### src/sv/sbls_pkg.sv
package sbls_pkg;

    // Configuration register indexes
    localparam int unsigned CFG_IDX_W  = 4;
    localparam int unsigned CFG_DATA_W = 11;

    localparam logic [CFG_IDX_W-1:0] REG_COLOR_A_RED   = 4'd0;
    localparam logic [CFG_IDX_W-1:0] REG_COLOR_A_GREEN = 4'd1;
    localparam logic [CFG_IDX_W-1:0] REG_COLOR_A_BLUE  = 4'd2;
    localparam logic [CFG_IDX_W-1:0] REG_COLOR_B_RED   = 4'd3;
    localparam logic [CFG_IDX_W-1:0] REG_COLOR_B_GREEN = 4'd4;
    localparam logic [CFG_IDX_W-1:0] REG_COLOR_B_BLUE  = 4'd5;
    localparam logic [CFG_IDX_W-1:0] REG_NUM_LEDS      = 4'd6;
    localparam logic [CFG_IDX_W-1:0] REG_SYMMETRIC     = 4'd7;

    localparam int unsigned NUM_CH = 3;

    // Reciprocal of 15 in 16-bit fixed point, exact for products up to 15*255
    localparam logic [12:0] RECIP_15 = 13'd4370;

    typedef struct packed {
        logic [3:0] band;
        logic [7:0] level;
    } in_t;

    typedef struct packed {
        logic [9:0] led_index;
        logic [9:0] mirror_index;
        logic       mirror_valid;
        logic [7:0] red;
        logic [7:0] green;
        logic [7:0] blue;
        logic       last;
    } out_t;

    typedef struct packed {
        logic [NUM_CH-1:0][7:0] color_a;
        logic [NUM_CH-1:0][7:0] color_b;
        logic [10:0]            num_leds;
        logic                   symmetric;
    } cfg_t;

    typedef struct packed {
        logic load;
        logic mul;
        logic quo;
        logic blend;
        logic emit;
    } cmd_t;

    typedef struct packed {
        logic width_zero;
        logic at_last;
    } stat_t;

    // x/255 for x up to 255*255
    function automatic logic [7:0] div255(input logic [15:0] x);
        logic [16:0] t;
        t = 17'(x) + 17'(x[15:8]) + 17'd1;
        return t[15:8];
    endfunction

endpackage

### src/sv/sbls_regs.sv
module sbls_regs (
    input  logic                                clk,
    input  logic                                rst_n,
    input  logic                                wr_en,
    input  logic [sbls_pkg::CFG_IDX_W-1:0]      wr_index,
    input  logic [sbls_pkg::CFG_DATA_W-1:0]     wr_data,
    output sbls_pkg::cfg_t                      cfg
);

    sbls_pkg::cfg_t cfg_reg;

    always_ff @(posedge clk or negedge rst_n)
    begin
        if (!rst_n)
        begin
            cfg_reg.color_a[0] <= 8'd0;
            cfg_reg.color_a[1] <= 8'd0;
            cfg_reg.color_a[2] <= 8'd0;
            cfg_reg.color_b[0] <= 8'd255;
            cfg_reg.color_b[1] <= 8'd0;
            cfg_reg.color_b[2] <= 8'd0;
            cfg_reg.num_leds   <= 11'd0;
            cfg_reg.symmetric  <= 1'b0;
        end
        else if (wr_en)
        begin
            case (wr_index)
                sbls_pkg::REG_COLOR_A_RED:   cfg_reg.color_a[0] <= wr_data[7:0];
                sbls_pkg::REG_COLOR_A_GREEN: cfg_reg.color_a[1] <= wr_data[7:0];
                sbls_pkg::REG_COLOR_A_BLUE:  cfg_reg.color_a[2] <= wr_data[7:0];
                sbls_pkg::REG_COLOR_B_RED:   cfg_reg.color_b[0] <= wr_data[7:0];
                sbls_pkg::REG_COLOR_B_GREEN: cfg_reg.color_b[1] <= wr_data[7:0];
                sbls_pkg::REG_COLOR_B_BLUE:  cfg_reg.color_b[2] <= wr_data[7:0];
                sbls_pkg::REG_NUM_LEDS:      cfg_reg.num_leds   <= wr_data[10:0];
                sbls_pkg::REG_SYMMETRIC:     cfg_reg.symmetric  <= wr_data[0];
                default: ;
            endcase
        end
    end

    assign cfg = cfg_reg;

endmodule

### src/sv/sbls_ctrl.sv
module sbls_ctrl (
    input  logic            clk,
    input  logic            rst_n,
    input  logic            start,
    input  sbls_pkg::stat_t stat,
    output sbls_pkg::cmd_t  cmd,
    output logic            busy
);

    typedef enum logic [2:0] {
        IDLE,
        MUL,
        QUO,
        BLEND,
        EMIT
    } state_t;

    state_t state_reg, state_next;
    logic   busy_reg;

    always_comb
    begin
        state_next = state_reg;
        case (state_reg)
            IDLE:    if (start) state_next = MUL;
            MUL:     state_next = QUO;
            QUO:     state_next = BLEND;
            BLEND:   state_next = stat.width_zero ? IDLE : EMIT;
            EMIT:    if (stat.at_last) state_next = IDLE;
            default: state_next = IDLE;
        endcase
    end

    always_ff @(posedge clk or negedge rst_n)
    begin
        if (!rst_n)
        begin
            state_reg <= IDLE;
            busy_reg  <= 1'b0;
        end
        else
        begin
            state_reg <= state_next;
            busy_reg  <= (state_next != IDLE);
        end
    end

    assign cmd.load  = (state_reg == IDLE) && start;
    assign cmd.mul   = (state_reg == MUL);
    assign cmd.quo   = (state_reg == QUO);
    assign cmd.blend = (state_reg == BLEND);
    assign cmd.emit  = (state_reg == EMIT);
    assign busy      = busy_reg;

endmodule

### src/sv/sbls_dp.sv
module sbls_dp #(
    parameter int unsigned MAX_LEDS = 1024
) (
    input  logic            clk,
    input  logic            rst_n,
    input  sbls_pkg::cmd_t  cmd,
    input  sbls_pkg::in_t   item,
    input  sbls_pkg::cfg_t  cfg,
    output sbls_pkg::stat_t stat,
    output sbls_pkg::out_t  result,
    output logic            strobe
);

    localparam int unsigned CNT_W = $clog2(MAX_LEDS / 16 + 1);
    localparam logic [10:0] MAX_N = 11'(MAX_LEDS);

    logic [3:0]       band_reg;
    logic [7:0]       level_reg;
    logic [10:0]      n_reg;
    logic             sym_reg;
    logic [CNT_W-1:0] width_reg;
    logic [CNT_W-1:0] cnt_reg;
    logic [9:0]       base_reg;
    logic [15:0]      prod_a_reg [sbls_pkg::NUM_CH];
    logic [15:0]      prod_b_reg [sbls_pkg::NUM_CH];
    logic [11:0]      part_a_reg [sbls_pkg::NUM_CH];
    logic [11:0]      part_b_reg [sbls_pkg::NUM_CH];
    logic [7:0]       color_reg  [sbls_pkg::NUM_CH];
    sbls_pkg::out_t   result_reg;
    logic             strobe_reg;

    logic [10:0]      n_clamp;
    logic [9:0]       led;
    logic [25:0]      lo_full [sbls_pkg::NUM_CH];
    logic [25:0]      hi_full [sbls_pkg::NUM_CH];
    logic [7:0]       blend   [sbls_pkg::NUM_CH];

    assign n_clamp = (cfg.num_leds > MAX_N) ? MAX_N : cfg.num_leds;
    assign led     = base_reg + 10'(cnt_reg);

    always_comb
    begin
        for (int c = 0; c < sbls_pkg::NUM_CH; c++)
        begin
            lo_full[c] = 26'(part_a_reg[c]) * 26'(sbls_pkg::RECIP_15);
            hi_full[c] = 26'(part_b_reg[c]) * 26'(sbls_pkg::RECIP_15);
            blend[c]   = lo_full[c][23:16] + hi_full[c][23:16];
        end
    end

    // Payload pipeline, advanced by the controller
    always_ff @(posedge clk)
    begin
        if (cmd.load)
        begin
            band_reg  <= item.band;
            level_reg <= item.level;
            n_reg     <= n_clamp;
            sym_reg   <= cfg.symmetric;
            width_reg <= cfg.symmetric ? CNT_W'(n_clamp >> 5) : CNT_W'(n_clamp >> 4);
        end
        if (cmd.mul)
        begin
            for (int c = 0; c < sbls_pkg::NUM_CH; c++)
            begin
                prod_a_reg[c] <= 16'(cfg.color_a[c]) * 16'(level_reg);
                prod_b_reg[c] <= 16'(cfg.color_b[c]) * 16'(level_reg);
            end
            base_reg <= 10'(band_reg) * 10'(width_reg);
        end
        if (cmd.quo)
        begin
            for (int c = 0; c < sbls_pkg::NUM_CH; c++)
            begin
                part_a_reg[c] <= 12'(sbls_pkg::div255(prod_a_reg[c])) * 12'(4'd15 - band_reg);
                part_b_reg[c] <= 12'(sbls_pkg::div255(prod_b_reg[c])) * 12'(band_reg);
            end
        end
        if (cmd.blend)
        begin
            for (int c = 0; c < sbls_pkg::NUM_CH; c++)
                color_reg[c] <= blend[c];
        end
        if (cmd.emit)
        begin
            result_reg.led_index    <= led;
            result_reg.mirror_index <= sym_reg ? 10'(n_reg - 11'd1 - 11'(led)) : 10'd0;
            result_reg.mirror_valid <= sym_reg;
            result_reg.red          <= color_reg[0];
            result_reg.green        <= color_reg[1];
            result_reg.blue         <= color_reg[2];
            result_reg.last         <= stat.at_last;
        end
    end

    // Offset within the stripe and result strobe
    always_ff @(posedge clk or negedge rst_n)
    begin
        if (!rst_n)
        begin
            cnt_reg    <= '0;
            strobe_reg <= 1'b0;
        end
        else
        begin
            strobe_reg <= cmd.emit;
            if (cmd.load)
                cnt_reg <= '0;
            else if (cmd.emit)
                cnt_reg <= cnt_reg + 1'b1;
        end
    end

    assign stat.width_zero = (width_reg == '0);
    assign stat.at_last    = (cnt_reg == width_reg - 1'b1);
    assign result          = result_reg;
    assign strobe          = strobe_reg;

endmodule

### src/sv/spectrum_bar_led_shader.sv
// A taken request runs the multiply, divide and blend states; each LED write is then
// registered from the emit state, one per cycle, W writes per band; busy is high until done.
// W = stripe width (num_leds/16, or /32 symmetric, up to 64), taken at the request.
// A band with an empty stripe drops busy after the blend state and gives no write.
// The receiver cannot stall: each write is shown for one cycle with strobe high.
// Reset (rst_n, async, active low) clears control and loads register defaults.
module spectrum_bar_led_shader #(
    parameter int unsigned MAX_LEDS = 1024
) (
    input  logic                            clk,
    input  logic                            rst_n,
    // request side
    input  logic                            start,
    output logic                            busy,
    input  sbls_pkg::in_t                   item,
    // LED write side
    output sbls_pkg::out_t                  result,
    output logic                            strobe,
    // configuration writes
    input  logic                            wr_en,
    input  logic [sbls_pkg::CFG_IDX_W-1:0]  wr_index,
    input  logic [sbls_pkg::CFG_DATA_W-1:0] wr_data
);

    sbls_pkg::cfg_t  cfg;
    sbls_pkg::cmd_t  cmd;
    sbls_pkg::stat_t stat;

    // Colour, strip length and mirror mode
    sbls_regs u_regs (
        .clk      (clk),
        .rst_n    (rst_n),
        .wr_en    (wr_en),
        .wr_index (wr_index),
        .wr_data  (wr_data),
        .cfg      (cfg)
    );

    // Sequencer: multiply, divide, blend, then walk the stripe
    sbls_ctrl u_ctrl (
        .clk   (clk),
        .rst_n (rst_n),
        .start (start),
        .stat  (stat),
        .cmd   (cmd),
        .busy  (busy)
    );

    // Colour arithmetic and LED index generation
    sbls_dp #(
        .MAX_LEDS (MAX_LEDS)
    ) u_dp (
        .clk    (clk),
        .rst_n  (rst_n),
        .cmd    (cmd),
        .item   (item),
        .cfg    (cfg),
        .stat   (stat),
        .result (result),
        .strobe (strobe)
    );

endmodule

### config.mk
export PLATFORM = sky130hd
export DESIGN_NAME = spectrum_bar_led_shader
export DESIGN_NICKNAME = d
export VERILOG_FILES = /design/src/sv/sbls_pkg.sv /design/src/sv/sbls_regs.sv /design/src/sv/sbls_ctrl.sv /design/src/sv/sbls_dp.sv /design/src/sv/spectrum_bar_led_shader.sv
export SDC_FILE = /design/constraint.sdc
export NUM_CORES = 2
export LEC_CHECK = 0
export BUFFER_PORTS_ARGS = -buffer_cell sky130_fd_sc_hd__clkbuf_2
export CORE_ASPECT_RATIO = 0.75
export CORE_MARGIN = 8
export CORE_UTILIZATION = 45
export CTS_BUF_LIST = sky130_fd_sc_hd__clkbuf_2
export CTS_CLUSTER_SIZE = 8
export DETAILED_ROUTE_END_ITERATION = 8
export GPL_ROUTABILITY_DRIVEN = 0
export PLACE_DENSITY = 0.74
export SLEW_MARGIN = 30
export SYNTH_ARGS = -nofsm -noshare
export SYNTH_HDL_FRONTEND = slang
export SYNTH_HIERARCHICAL = 1
export SYNTH_SLANG_ARGS = --single-unit
### constraint.sdc
create_clock -name clk -period 8.2 [get_ports clk]
set_input_delay 1.64 -clock clk [delete_from_list [all_inputs] [get_ports clk]]
set_output_delay 1.64 -clock clk [all_outputs]
set_load 0.03 [all_outputs]
==> results_dict.tcl <==
set metrics [dict create \
    status "finished, final reports clean" \
    critPathBufInv 2 \
    avgRoutedWirePerCell_um 15.2 \
    arrival_ns 6.96 \
    vias 28900 \
    clkTransAtPathRegs_ns 0.12 \
    ant_nets 0 \
    netlist.area_leader.share_pct 23.7 \
    core_um2 93500 \
    synth_edf_count 278 \
    tightest_slew_ns 0.949 \
    syn_nets 5379 \
    dp_hpwl_mm 65.9 \
    min_path_type "in2async" \
    finalCriticalPeriod_ns 6.08 \
    instances_no_fill 5590 \
    drv_slew 0 \
    path_class "reg2reg" \
    dieWidth_um 371 \
    nNetsFinal 5458 \
    clockBufferDepth 3 \
    muxShareOfSynthArea_pct 3.78 \
    drt-total-wl_mm 84.9 \
    synthAdderAreaFrac_pct 40.0 \
    clock-sinks 350 \
    dr.first_iter.drc_count 1484 \
    cts.repair.resized 0 \
    yosysTopAreaCell "ha_1" \
    drv_cap 0 \
    dieArea_um2 105000 \
    track_usage_pct 16.5 \
    num_rows 97 \
    dr.pass1.iters 5 \
    numCtsBuffers 94 \
    syn-instance-count 4197 \
    clock.fmax_mhz 165 \
    relSlewSlack_pct 36.2 \
    async_reset_ff_share_pct 20.6 \
    grt.overflow.total 0 \
    start_kind "flip-flop" \
    synth_xor_area_share_pct 4.81 \
    rsz0062_at_grt "no" \
    fin_crit_sh_pct 74.1 \
    start_util_pct 45.5 \
    yosys-top-cells-area "ha_1, edfxtp_1, fa_1" \
    largest_register_ffs 60 \
    synth-compound-area-share_pct 6.81 \
    yosysWarnings 6 \
    fin_worst_skew_ns 0.152 \
    critPathCaptureType "flip-flop" \
    seq_area_frac_synth_pct 23.9 \
    io_pins 79 \
    synthSimpleGateAreaFrac_pct 14.0 \
    drive_gt1_share_pct 9.11 \
    hold_viol_final 0 \
    synth_common_cells "ha_1, inv_1, fa_1" \
    cts_max_level 3 \
    drcViolationCount 0 \
    netlist-cell-type-count 89 \
    first_global_vias 29400 \
    worst_path_dominant_cell_family "adder cells" \
    path_max_fanout 10 \
    cts-hold-fix-buffers 0 \
    cp.required_ns 9.09 \
    grt_max_degree 78 \
    avgSynthCellArea_um2 10.1 \
    synth.most_common_cell "ha_1" \
    crit_slowest_cell "nor3_1" \
    synth-seq-cells 350 \
    numPortBuffers 78 \
    setup_viol 0 \
    cts_tree "built" \
    cp_cell_sequence "ha_1 -> o21a_1 -> o21a_1 -> o21a_1 -> o21a_1 -> o21ai_1 -> a21o_1 -> nor3_1 -> mux2_2 -> fa_1 -> ha_1 -> ha_1 -> inv_1 -> fa_1 -> inv_1 -> ha_1 -> nor2b_1 -> o21ai_0 -> a21boi_0 -> o21ai_0 -> nand2b_1 -> a21o_1 -> a21oi_1 -> xnor2_1" \
    clk_latency_ns 1.28 \
    viasPerCell 5.18 \
    post-cts-setup-buffers 0 \
    dp_cells 5417 \
    cts_root_buffer "clkbuf_2" \
    syn_area_um2 42500 \
    areaGrowthSynthToFinish_pct 5.85 \
    die_y_um 282 \
    cpPeakStageDelay_ns 0.59 \
    tns_ns 0 \
    antenna_found_initial 2 \
    synth_flop_cell "edfxtp_1" \
    synth_top_family_by_area "adder cells" \
    grt_pass1_wl_mm 144 \
]
## through the flow
stage / utilization, % / hold slack [ns] / area [µm²] / worst slack [ns]
after CTS: 48.1 / 0.214 / 45000 / 2.12
after global placement: 47.2 / 0.401 / 44200 / 2.40
after global routing: 48.1 / 0.223 / 45000 / 1.80
final: 48.1 / 0.391 / 45000 / 2.12
after floorplan: - / 0.400 / 42500 / 2.28
after detailed placement: 47.3 / 0.405 / 44200 / 2.32
## worst register-to-register path, delay by kind of cell (launching register included)
kind	cells	cell delay, ns
adder cells (fa/ha/maj)	6	2.12
AND/OR/NAND/NOR	3	0.84
multiplexers	1	0.42
XOR/XNOR	1	0.08
buffers and inverters	2	0.09
flip-flops	1	0.48
AO/OA/AOI/OAI	11	1.69
## per-layer routing
metal | track usage, % | routed length (µm)
met4 | 4.00 | 1080
met5 | 0 | 0
met3 | 2.84 | 4100
met2 | 25.7 | 36500
met1 | 23.9 | 43200
## kinds of logic (layout without fill, tap and decap cells)
logic type,count (synthesis),in the layout
simple gates,1136,1136
other cells,0,6
buf+inv,751,901
compound gates,431,431
xor+xnor,232,232
mux,146,146
fa+ha+maj,1151,1151
flops,350,350
## path summary, 6_finish.rpt
check | end | startpoint | cells past startpoint | slack [ns]
min in group clk | u_dp/result[21] | u_dp/color_reg[0][4] | 0 | 0.41
setup / recovery | u_dp/part_a_reg[0][11] | u_dp/prod_a_reg[0][9] | 24 | 2.12
setup reg to reg | u_dp/part_a_reg[0][11] | u_dp/prod_a_reg[0][9] | 24 | 2.12
hold reg to reg | u_dp/result[21] | u_dp/color_reg[0][4] | 0 | 0.41
hold / removal | u_regs/cfg[54] | rst_n | 1 | 0.39
max in group asynchronous | u_regs/cfg[27] | rst_n | 1 | 7.22
## final cells by class
| class | count | area [µm²] |
|---|---|---|
| inverters | 635 | 2380 |
| multi-input cells | 3096 | 29500 |
| repair buffers | 99 | 567 |
| fillers | 8639 | 48500 |
| well taps | 1237 | 1550 |
| diodes | 6 | 15.0 |
| clock buffers | 127 | 636 |
| flip-flops and latches | 350 | 10200 |
| clock inverters | 40 | 180 |
## layout by cell type, fill, tap and decap left out, types with 9 or more instances in the layout
master and n:
a21boi_0 21, nor2_1 223, dfrtp_1 64, nand2b_1 70, and3_1 11, o21bai_1 25, mux2i_1 54, nand4_1 17
clkbuf_2 204, ha_1 806, clkinv_1 25, or2_2 16, a211oi_1 18, a21o_1 48, inv_1 635, xor2_1 46
nand2_1 289, fa_1 345, a31oi_1 12, a21oi_1 126, o21a_1 40, buf_4 20, o21ai_0 66, xnor2_1 185
edfxtp_1 278, nor2b_1 116, o211ai_1 9, nor3_1 44, or3_1 13, mux2_2 83, nand3_1 30, and2_1 242
Power is not shown: default switching activity piles up to over one toggle a cycle in this logic, so the estimate is an artifact.
